===== src/hdl/ufd_pkg.sv =====
// ----------------------------------------------------------------------------
// ufd_pkg
// Shared types, constants and window decode functions for the UTF-8 decoder.
// ----------------------------------------------------------------------------
package ufd_pkg;

   localparam int ByteW      = 8;
   localparam int CpW        = 21;
   localparam int WinDepth   = 4;
   localparam int WinIdxW    = $clog2(WinDepth);
   localparam int CntW       = $clog2(WinDepth + 1);
   localparam int QueueDepth = 2;

   localparam logic [1:0] ACT_WAIT = 2'd0;
   localparam logic [1:0] ACT_EMIT = 2'd1;
   localparam logic [1:0] ACT_DROP = 2'd2;

   typedef logic [WinDepth-1:0][ByteW-1:0] win_type;
   typedef logic [CntW-1:0]                cnt_type;

   typedef struct packed {
      logic [1:0]     act;
      cnt_type        len;
      logic [CpW-1:0] cp;
   } step_type;

   typedef struct packed {
      logic [ByteW-1:0] data;
      logic             last;
   } qitem_type;

   typedef struct packed {
      logic      valid;
      qitem_type item;
   } qhead_type;

   // Decide what to do with the byte at the front of the window.
   function automatic step_type classify(win_type w, cnt_type cnt);
      step_type   s;
      logic [7:0] lead;
      logic [1:0] extra;
      logic       is_seq;
      logic       ok;
      s.act  = ACT_WAIT;
      s.len  = cnt_type'(1);
      s.cp   = '0;
      lead   = w[0];
      extra  = 2'd0;
      is_seq = 1'b0;
      ok     = 1'b1;
      if (cnt != '0) begin
         if (!lead[7]) begin
            s.act = ACT_EMIT;
            s.cp  = CpW'(lead);
         end else if (lead[7:5] == 3'b110) begin
            is_seq = 1'b1;
            extra  = 2'd1;
         end else if (lead[7:4] == 4'b1110) begin
            is_seq = 1'b1;
            extra  = 2'd2;
         end else if (lead[7:3] == 5'b11110) begin
            is_seq = 1'b1;
            extra  = 2'd3;
         end else begin
            s.act = ACT_DROP;
         end
      end
      if (is_seq && (cnt >= cnt_type'(extra) + cnt_type'(1))) begin
         for (int j = 1; j < WinDepth; j++) begin
            if ((j <= int'(extra)) && (w[j][7:6] != 2'b10)) begin
               ok = 1'b0;
            end
         end
         if (ok) begin
            s.act = ACT_EMIT;
            s.len = cnt_type'(extra) + cnt_type'(1);
            unique case (extra)
               2'd1: s.cp = CpW'({lead[4:0], w[1][5:0]});
               2'd2: s.cp = CpW'({lead[3:0], w[1][5:0], w[2][5:0]});
               default: s.cp = CpW'({lead[2:0], w[1][5:0], w[2][5:0], w[3][5:0]});
            endcase
         end else begin
            s.act = ACT_DROP;
         end
      end
      return s;
   endfunction

   // Remove n bytes from the front of the window.
   function automatic win_type shift_win(win_type w, cnt_type n);
      return w >> {n, 3'b000};
   endfunction

   // True if the window still gives a code point before it must wait for input.
   function automatic logic yields(win_type w, cnt_type cnt);
      win_type  ww;
      cnt_type  cc;
      step_type s;
      logic     found;
      ww    = w;
      cc    = cnt;
      found = 1'b0;
      for (int i = 0; i < WinDepth - 1; i++) begin
         s = classify(ww, cc);
         if (s.act == ACT_EMIT) begin
            found = 1'b1;
         end
         if (s.act != ACT_WAIT) begin
            ww = shift_win(ww, s.len);
            cc = cc - s.len;
         end
      end
      return found;
   endfunction

endpackage


===== src/hdl/utf8_byte_stream_decoder.sv =====
// ----------------------------------------------------------------------------
// utf8_byte_stream_decoder
// Decodes a UTF-8 byte stream into code points.
// ----------------------------------------------------------------------------
// Each request carries one byte and an end-of-stream flag; each response
// carries one code point, with rsp_run_last high on the last code point that
// a request produces. Requests go into a small queue (QUEUE_DEPTH entries)
// ahead of the decode engine, which holds up to four bytes of the current
// sequence and does one action per cycle: emit a code point, or drop one
// byte. The engine takes the next byte in the same cycle as the last action
// of the current one. A well-formed stream and stray bytes sustain one byte
// per cycle; after a bad trail the engine drops the lead and rescans the
// bytes behind it, taking one action for every further code point, and a
// response held by rsp_ready stalls the engine while the queue fills. An
// accepted byte passes through the queue and the window register before it
// reaches the response register. The end-of-stream flag discards any
// unfinished sequence and the bytes behind its lead, and the next byte
// starts a new stream.
// ----------------------------------------------------------------------------
module utf8_byte_stream_decoder #(
   parameter int QUEUE_DEPTH = ufd_pkg::QueueDepth
) (
   input  logic                      clock,
   input  logic                      reset,
   input  logic                      req_valid,
   output logic                      req_ready,
   input  logic [ufd_pkg::ByteW-1:0] req_in_byte,
   input  logic                      req_in_last,
   output logic                      rsp_valid,
   input  logic                      rsp_ready,
   output logic [ufd_pkg::CpW-1:0]   rsp_code_point,
   output logic                      rsp_run_last
);
   import ufd_pkg::*;

   qhead_type head;
   logic      pop;

   ufd_front #(
      .QUEUE_DEPTH(QUEUE_DEPTH)
   ) u_front (
      .clock      (clock),
      .reset      (reset),
      .req_valid  (req_valid),
      .req_ready  (req_ready),
      .req_in_byte(req_in_byte),
      .req_in_last(req_in_last),
      .pop        (pop),
      .head       (head)
   );

   ufd_back u_back (
      .clock         (clock),
      .reset         (reset),
      .head          (head),
      .pop           (pop),
      .rsp_valid     (rsp_valid),
      .rsp_ready     (rsp_ready),
      .rsp_code_point(rsp_code_point),
      .rsp_run_last  (rsp_run_last)
   );

endmodule


===== src/hdl/ufd_front.sv =====
// ----------------------------------------------------------------------------
// ufd_front
// Request side: accepts bytes and queues them for the decode engine.
// ----------------------------------------------------------------------------
module ufd_front #(
   parameter int QUEUE_DEPTH = ufd_pkg::QueueDepth
) (
   input  logic                    clock,
   input  logic                    reset,
   input  logic                    req_valid,
   output logic                    req_ready,
   input  logic [ufd_pkg::ByteW-1:0] req_in_byte,
   input  logic                    req_in_last,
   input  logic                    pop,
   output ufd_pkg::qhead_type      head
);
   import ufd_pkg::*;

   localparam int PtrW  = (QUEUE_DEPTH > 1) ? $clog2(QUEUE_DEPTH) : 1;
   localparam int FillW = $clog2(QUEUE_DEPTH + 1);

   qitem_type          mem_ff [QUEUE_DEPTH];
   logic [PtrW-1:0]    wr_ptr_ff, wr_ptr_in;
   logic [PtrW-1:0]    rd_ptr_ff, rd_ptr_in;
   logic [FillW-1:0]   fill_ff, fill_in;
   logic               push;
   logic               do_pop;

   assign req_ready  = (fill_ff != FillW'(QUEUE_DEPTH));
   assign push       = req_valid && req_ready;
   assign head.valid = (fill_ff != '0);
   assign head.item  = mem_ff[rd_ptr_ff];
   assign do_pop     = pop && head.valid;

   always_comb begin
      wr_ptr_in = wr_ptr_ff;
      rd_ptr_in = rd_ptr_ff;
      fill_in   = fill_ff;
      if (push) begin
         wr_ptr_in = (wr_ptr_ff == PtrW'(QUEUE_DEPTH - 1)) ? '0 : wr_ptr_ff + PtrW'(1);
      end
      if (do_pop) begin
         rd_ptr_in = (rd_ptr_ff == PtrW'(QUEUE_DEPTH - 1)) ? '0 : rd_ptr_ff + PtrW'(1);
      end
      case ({push, do_pop})
         2'b10:   fill_in = fill_ff + FillW'(1);
         2'b01:   fill_in = fill_ff - FillW'(1);
         default: fill_in = fill_ff;
      endcase
   end

   always_ff @(posedge clock) begin
      if (reset) begin
         wr_ptr_ff <= '0;
         rd_ptr_ff <= '0;
         fill_ff   <= '0;
      end else begin
         wr_ptr_ff <= wr_ptr_in;
         rd_ptr_ff <= rd_ptr_in;
         fill_ff   <= fill_in;
      end
   end

   always_ff @(posedge clock) begin
      if (push) begin
         mem_ff[wr_ptr_ff] <= '{data: req_in_byte, last: req_in_last};
      end
   end

endmodule


===== src/hdl/ufd_back.sv =====
// ----------------------------------------------------------------------------
// ufd_back
// Decode engine: gathers sequences in a four-byte window, emits code points.
// ----------------------------------------------------------------------------
module ufd_back (
   input  logic                     clock,
   input  logic                     reset,
   input  ufd_pkg::qhead_type       head,
   output logic                     pop,
   output logic                     rsp_valid,
   input  logic                     rsp_ready,
   output logic [ufd_pkg::CpW-1:0]  rsp_code_point,
   output logic                     rsp_run_last
);
   import ufd_pkg::*;

   win_type        win_ff, win_in;
   cnt_type        cnt_ff, cnt_in;
   logic           last_ff, last_in;
   logic           rsp_valid_ff, rsp_valid_in;
   logic [CpW-1:0] cp_ff, cp_in;
   logic           run_last_ff, run_last_in;

   step_type cur;
   step_type post;
   win_type  post_win;
   cnt_type  post_cnt;
   win_type  base_win;
   cnt_type  base_cnt;
   logic     out_free;
   logic     emit_go;
   logic     act_go;
   logic     settle;

   always_comb begin
      cur      = classify(win_ff, cnt_ff);
      out_free = !rsp_valid_ff || rsp_ready;
      emit_go  = (cur.act == ACT_EMIT) && out_free;
      act_go   = emit_go || (cur.act == ACT_DROP);
      post_win = shift_win(win_ff, cur.len);
      post_cnt = cnt_ff - cur.len;
      post     = classify(post_win, post_cnt);
      settle   = (cur.act == ACT_WAIT) || (act_go && (post.act == ACT_WAIT));

      base_win = act_go ? post_win : win_ff;
      base_cnt = act_go ? post_cnt : cnt_ff;
      // drop the unfinished tail once the stream ends
      if (settle && last_ff) begin
         base_cnt = '0;
      end

      pop     = settle && head.valid;
      win_in  = base_win;
      cnt_in  = base_cnt;
      last_in = settle ? 1'b0 : last_ff;
      if (pop) begin
         win_in[base_cnt[WinIdxW-1:0]] = head.item.data;
         cnt_in  = base_cnt + cnt_type'(1);
         last_in = head.item.last;
      end

      rsp_valid_in = emit_go ? 1'b1 : (rsp_valid_ff && !rsp_ready);
      cp_in        = emit_go ? cur.cp : cp_ff;
      run_last_in  = emit_go ? !yields(post_win, post_cnt) : run_last_ff;
   end

   always_ff @(posedge clock) begin
      if (reset) begin
         cnt_ff       <= '0;
         last_ff      <= 1'b0;
         rsp_valid_ff <= 1'b0;
      end else begin
         cnt_ff       <= cnt_in;
         last_ff      <= last_in;
         rsp_valid_ff <= rsp_valid_in;
      end
   end

   always_ff @(posedge clock) begin
      win_ff      <= win_in;
      cp_ff       <= cp_in;
      run_last_ff <= run_last_in;
   end

   assign rsp_valid      = rsp_valid_ff;
   assign rsp_code_point = cp_ff;
   assign rsp_run_last   = run_last_ff;

endmodule


===== config.mk =====
export PLATFORM = sky130hd
export DESIGN_NAME = utf8_byte_stream_decoder
export DESIGN_NICKNAME = d
export VERILOG_FILES = /design/src/hdl/ufd_pkg.sv /design/src/hdl/utf8_byte_stream_decoder.sv /design/src/hdl/ufd_front.sv /design/src/hdl/ufd_back.sv
export SDC_FILE = /design/constraint.sdc
export NUM_CORES = 1
export LEC_CHECK = 0
export ABC_AREA = 1
export BUFFER_PORTS_ARGS = -buffer_cell sky130_fd_sc_hd__buf_2
export CAP_MARGIN = 20
export CORE_MARGIN = 8
export CORE_UTILIZATION = 40
export DETAILED_ROUTE_END_ITERATION = 6
export GPL_TIMING_DRIVEN = 0
export MAX_ROUTING_LAYER = met4
export PLACE_DENSITY = 0.65
export SLEW_MARGIN = 20
export SYNTH_ARGS = -nofsm -noshare
export SYNTH_HDL_FRONTEND = slang
export SYNTH_SLANG_ARGS = --single-unit

===== constraint.sdc =====
create_clock -name clock -period 12.6 [get_ports clock]
set_clock_uncertainty 0.1 [all_clocks]
set_input_delay 2.52 -clock clock [delete_from_list [all_inputs] [get_ports clock]]
set_output_delay 2.52 -clock clock [all_outputs]
set_load 0.02 [all_outputs]

==> summary.txt, run 1 <==
WHS: 0.358 ns
Max Clock Freq: 87.4 MHz
CTS max path bufs: 2
number of DRC markers in iteration 0: 511
fin worst setup slack: 1.15 ns
RSZ-0062 raised after global routing: no
cells after synthesis: 885
Mean Syn Cell Area: 7.54 sq um
mapped cell area: 0.00667 sq mm
Clock Latency Late Sink: 0.34 ns
final setup fails: 0
Crit-path slowest cell: fa_1
cell mode on critical path: inv_1
Slew Viols, Final: 0
Rel. slew slack: 44.0%
Total Wirelength: 18.1 mm
P&R area growth vs syn: 12.3%
Post-Place Worst Slack: 0.431 ns
startpoint types: flip-flop
RD Place Congestion: 0.959
yosys warns: 0
maxcap violations: 0
CTS tree: yes
core box area: 0.0165 sq mm
All-Layer GR Usage: 17.4%
largest net degree at the start of global routing: 24
Root Buffer: clkbuf_16
Worst Max-Slew Pin Slew: 0.837 ns
DP Wirelength: 14.1 mm
drt pass-1 iters: 5
syn nets: 931
post-route ant nets: 0
share of layout cells above drive strength 1: 20.5%
io pins: 37
worst hold-check path type: flip-flop to flip-flop
Die Area: 0.0211 sq mm
Die W: 145 microns
initial core utilization: 40.5%
# DRC: 0
FILL cells: 1,691
chip height: 145 microns
crit-path max FO: 19
ant diodes: 0
Critical Path RT: 12.60 ns
Largest stage delay, worst path: 0.50 ns
CP endpoint kind: flip-flop
TritonCTS Buffers: 9
first-pass GRT wire length: 29.4 mm
initial antenna violation count: 0
Yosys cell types: 53
fin nets: 982
clock transition at the registers of the reported paths: 0.07 ns
Port Buf Inserts: 36
outcome: finished clean
crit path kind: flip-flop to flip-flop
min Tclk post-route: 11.45 ns
vias in the first global route: 5,753
htree depth: 3
WP data arrival: 11.44 ns
Sink Count: 82
vias: 6,098
Yosys reg bits: 82
sequential share of the synthesized area: 30.6%
via/cell ratio: 5.25
R2R Setup Slk: 1.15 ns
gr ovfl total: 0
DR WL/cell: 15.6 microns
# rows: 47
Final Hold Viols: 0
Fin Setup TNS: 0 ns
final critical-path share of the clock period: 90.8%
## stage by stage
| step | area, sq um | util (%) | std cells |
|---|---|---|---|
| 5_1_grt | 7490 | 45.5 | 1161 |
| 3_5_place_dp | 7160 | 43.5 | 1142 |
| 2_1_floorplan | 6670 | - | 885 |
| 3_3_place_gp | 7120 | 43.3 | 1141 |
| 4_1_cts | 7430 | 45.2 | 1158 |
| 6_report | 7490 | 45.5 | 1161 |
## cell usage after synthesis (all sizes together)
cell | number | area share [%]
nor4 | 1 | 0.094
nand2 | 233 | 15
ha | 30 | 5.6
fa | 3 | 0.90
xnor2 | 3 | 0.51
mux2i | 20 | 3.0
o21ai | 106 | 8.3
clkinv | 1 | 0.075
xor2 | 1 | 0.24
o21a | 5 | 0.56
nor3 | 3 | 0.39
o311ai | 1 | 0.13
a31oi | 11 | 1.0
a221oi | 1 | 0.13
buf | 22 | 3.0
o22ai | 12 | 1.2
edfxtp | 40 | 18
o21bai | 2 | 0.23
nand4 | 5 | 0.47
a22oi | 2 | 0.30
dfxtp | 42 | 13
a32oi | 4 | 0.53
clkbuf | 7 | 0.39
o221ai | 7 | 0.92
o211ai | 8 | 0.98
nor2 | 78 | 7.2
nand3b | 2 | 0.28
a21oi | 39 | 3.3
nand3 | 72 | 7.2
inv | 124 | 7.1
## timing repair
| action | 4_1_cts | 5_1_grt |
|---|---|---|
| hold buffers | 0 | 0 |
| buffers inserted | 0 | 4 |
| resized for setup | 0 | 8 |
| endpoints found under the setup margin | 0 | 1 |
## state kept, by name, indices dropped and copies added, names as in the netlist, named ones only
| register | cells |
|---|---|
| u_back.cnt_ff | 3 |
| u_back.last_ff | 1 |
| u_back.rsp_code_point | 21 |
| u_back.rsp_run_last | 1 |
| u_back.rsp_valid | 1 |
| u_back.win_ff | 32 |
| u_front.fill_ff | 2 |
| u_front.mem_ff | 18 |
| u_front.rd_ptr_ff | 1 |
| u_front.wr_ptr_ff | 1 |
## kinds of logic after synthesis
| group | count (synthesis) | share of synthesized area (%) |
|---|---|---|
| buffers and inverters | 154 | 10.5 |
| muxes | 20 | 3.00 |
| DFF | 82 | 30.6 |
| AOI/OAI and AO/OA | 198 | 17.6 |
| and+or+nand+nor | 394 | 31.0 |
| xor gates and xnor gates | 4 | 0.751 |
| adders and majority gates | 33 | 6.53 |
## final cells by class
cell class / count / area [sq um] / share of cell area (%)
Inverter: 125 / 478 / 6.38
Sequential cell: 82 / 2040 / 27.3
Clock inverter: 7 / 46.3 / 0.618
Tap cell: 220 / 275 / 3.68
Multi-Input combinational cell: 649 / 3960 / 52.9
Timing Repair Buffer: 41 / 238 / 3.17
Clock buffer: 9 / 225 / 3.01
Buffer: 28 / 219 / 2.92
## worst paths after layout
check                                                      to  cells past startpoint                           start
worst max-delay path            u_back.rsp_run_last$_DFFE_PP_                     70     u_back.cnt_ff[1]$_SDFF_PP0_
worst min-delay path                                flip-flop                      1  u_front.rd_ptr_ff$_SDFFE_PP0P_
worst max register to register  u_back.rsp_run_last$_DFFE_PP_                     70     u_back.cnt_ff[1]$_SDFF_PP0_
worst min register to register                      flip-flop                      1  u_front.rd_ptr_ff$_SDFFE_PP0P_
## critical path, delay by kind of cell, from the launching register on
kind	cells	cell delay (ns)
adders and majority gates	14	4.09
DFF	1	0.40
buffers and inverters	13	1.24
and+or+nand+nor	29	3.26
xor gates and xnor gates	3	0.56
AOI/OAI and AO/OA	11	1.56
## cells in the final DEF (no fill, tap or decap), drive strengths merged, types with 4 or more instances in the layout
| master | synthesis | final |
|---|---|---|
| nand2 | 233 | 233 |
| inv | 124 | 124 |
| o21ai | 106 | 106 |
| nor2 | 78 | 78 |
| nand3 | 72 | 72 |
| buf | 22 | 62 |
| dfxtp | 42 | 42 |
| edfxtp | 40 | 40 |
| a21oi | 39 | 39 |
| ha | 30 | 30 |
| mux2i | 20 | 20 |
| clkbuf | 7 | 16 |
| o22ai | 12 | 12 |
| a31oi | 11 | 11 |
| o211ai | 8 | 8 |
| o221ai | 7 | 7 |
| clkinv | 1 | 6 |
| nand4 | 5 | 5 |
| o21a | 5 | 5 |
| a32oi | 4 | 4 |
## layer usage
metal  track usage, %  vias to the layer above  wire, microns
met5                -                        -              0
met1             22.3                     2743           8300
met3             4.29                       39           1410
met4             5.67                        0            410
li1                 -                     3068              -
met2             26.4                      248           7950
Power of run 1 is not shown: default switching activity piles up to over one toggle a cycle in this logic, so the estimate is an artifact.
==> inputs of run 2 (changes only) <==
==> constraint.sdc (replaced) <==
create_clock -name clock -period 10.9 [get_ports clock]
set_clock_uncertainty 0.1 [all_clocks]
set_input_delay 2.18 -clock clock [delete_from_list [all_inputs] [get_ports clock]]
set_output_delay 2.18 -clock clock [all_outputs]
set_load 0.02 [all_outputs]
==> run 2 against run 1 <==
First-iteration DRC count rose by 16%. Die area did not move. Sequential share of layout area fell by 0.66 points. Maximum frequency rose by 12%. Worst hold slack improved by 0.00097 ns. Final area rose by 3.1%. Clock-buffer cell count did not move. Core utilization rose by 1.4 points.
==> summary.txt, run 2 (same netlist as run 1, synthesis figures left out) <==
RD Place Congestion: 0.959
Crit-path slowest cell: fa_1
Clock Latency Late Sink: 0.35 ns
startpoint types: flip-flop
final critical-path share of the clock period: 93.5%
io pins: 37
WHS: 0.359 ns
DR WL met3: 1.37 mm
# rows: 47
first-pass GRT wire length: 29.5 mm
Total Wirelength: 18.3 mm
crit-path max FO: 10
Slew Viols, Final: 0
WP data arrival: 10.28 ns
Die W: 145 microns
post-route ant nets: 0
largest net degree at the start of global routing: 24
TritonCTS Buffers: 9
CTS max path bufs: 2
vias: 6,208
crit path kind: flip-flop to flip-flop
Metal-1 WL: 8.33 mm
Largest register FFs: 32
Die Area: 0.0211 sq mm
via/cell ratio: 5.30
Final Hold Viols: 0
commonest non-fill, non-tap cell in the layout: nand2_1
share of layout cells above drive strength 1: 24.7%
Max Clock Freq: 98.1 MHz
Critical Path RT: 10.99 ns
Sink Count: 82
hold_sp: u_front.rd_ptr_ff$_SDFFE_PP0P_
Rel. slew slack: 44.1%
All-Layer GR Usage: 17.4%
htree depth: 3
ant diodes: 0
initial core utilization: 40.5%
Port Buf Inserts: 36
number of DRC markers in iteration 0: 591
worst hold-check path type: flip-flop to flip-flop
initial antenna violation count: 0
CP endpoint kind: flip-flop
Root Buffer: clkbuf_16
chip height: 145 microns
min Tclk post-route: 10.19 ns
Worst Max-Slew Pin Slew: 0.836 ns
CTS tree: yes
CP startpoint: u_back.cnt_ff[1]$_SDFF_PP0_
clock transition at the registers of the reported paths: 0.06 ns
gr ovfl total: 0
DP Wirelength: 14.1 mm
vias in the first global route: 5,772
DR WL/cell: 15.6 microns
P&R area growth vs syn: 15.8%
outcome: finished clean
max layer used: met4
commonest cells after routing, fill and taps aside: 194 x nand2_1, 102 x inv_1, 87 x o21ai_0, 54 x nand3_1, 51 x nor2_1
# DRC: 0
hold depth: 1
CTS Hold Buffers Added: 0
drt pass-1 iters: 6
DR WL met2: 8.14 mm
maxcap violations: 0
reg2reg path depth: 69
fin nets: 993
Top reg by flops: u_back.win_ff
r2r startpoint: u_back.cnt_ff[1]$_SDFF_PP0_
final setup fails: 0
Largest stage delay, worst path: 0.40 ns
core box area: 0.0165 sq mm
==> run 2: changes by cell type in the layout (fill, tap and decap cells not counted), moves of 4 or more <==
cell     previous run  this run
dfxtp_1            41        35
ha_1               29        23
dfxtp_2             1         5
inv_1             108       102
buf_4               7        18
ha_4                0         4
inv_2              13        18
nand2_1           198       194
nand2_4             8        13
==> run 2: per-stage QoR <==
stage               util [%]  setup TNS (ns)  instances  worst slack [ns]  instance area (sq um)
floorplan                  -               0        885             0.339                   6670
global placement        43.3           -1.15       1141             -1.15                   7120
detailed placement      43.5           -1.27       1142             -1.27                   7160
CTS                     45.5               0       1161           0.00205                   7500
global route            46.9        -0.00802       1172          -0.00802                   7720
finish                  46.9               0       1172             0.709                   7720
==> run 2: critical path: cells and delay by family, from the launching register on <==
| kind | cells | cell delay (ns) |
|---|---|---|
| compound gates | 10 | 1.31 |
| xor+xnor | 3 | 0.53 |
| fa+ha+maj | 12 | 3.54 |
| buf+inv | 13 | 1.09 |
| flops | 1 | 0.38 |
| simple gates | 31 | 3.09 |
==> run 2: path summary, 6_finish.rpt <==
check                                       end  slack, ns
setup / recovery  u_back.rsp_run_last$_DFFE_PP_       0.71
hold / removal                        flip-flop       0.36
setup reg to reg  u_back.rsp_run_last$_DFFE_PP_       0.71
hold reg to reg                       flip-flop       0.36
==> run 2: layer usage <==
| metal | up-vias | global-route usage [%] |
|---|---|---|
| met5 | - | - |
| met4 | 0 | 5.88 |
| met3 | 34 | 4.35 |
| met2 | 240 | 26.4 |
| met1 | 2831 | 22.3 |
| li1 | 3103 | - |
==> run 2: timing repair <==
item                                    in CTS  in global routing
endpoints found under the setup margin       1                  1
gates resized for setup                     14                 36
setup buffers                                4                 11
pin swaps                                    8                 11
cloned                                       1                  0
==> run 2: final cells by class <==
| type | instances | area (sq um) |
|---|---|---|
| plain buffers | 27 | 204 |
| clock buffers | 9 | 225 |
| clock inverters | 7 | 46.3 |
| fillers | 1674 | 8740 |
| inverters | 125 | 480 |
| multi-input cells | 650 | 4120 |
| flip-flops and latches | 82 | 2060 |
| well taps | 220 | 275 |
| repair buffers | 52 | 320 |
Power of run 2 is left out for the same reason.
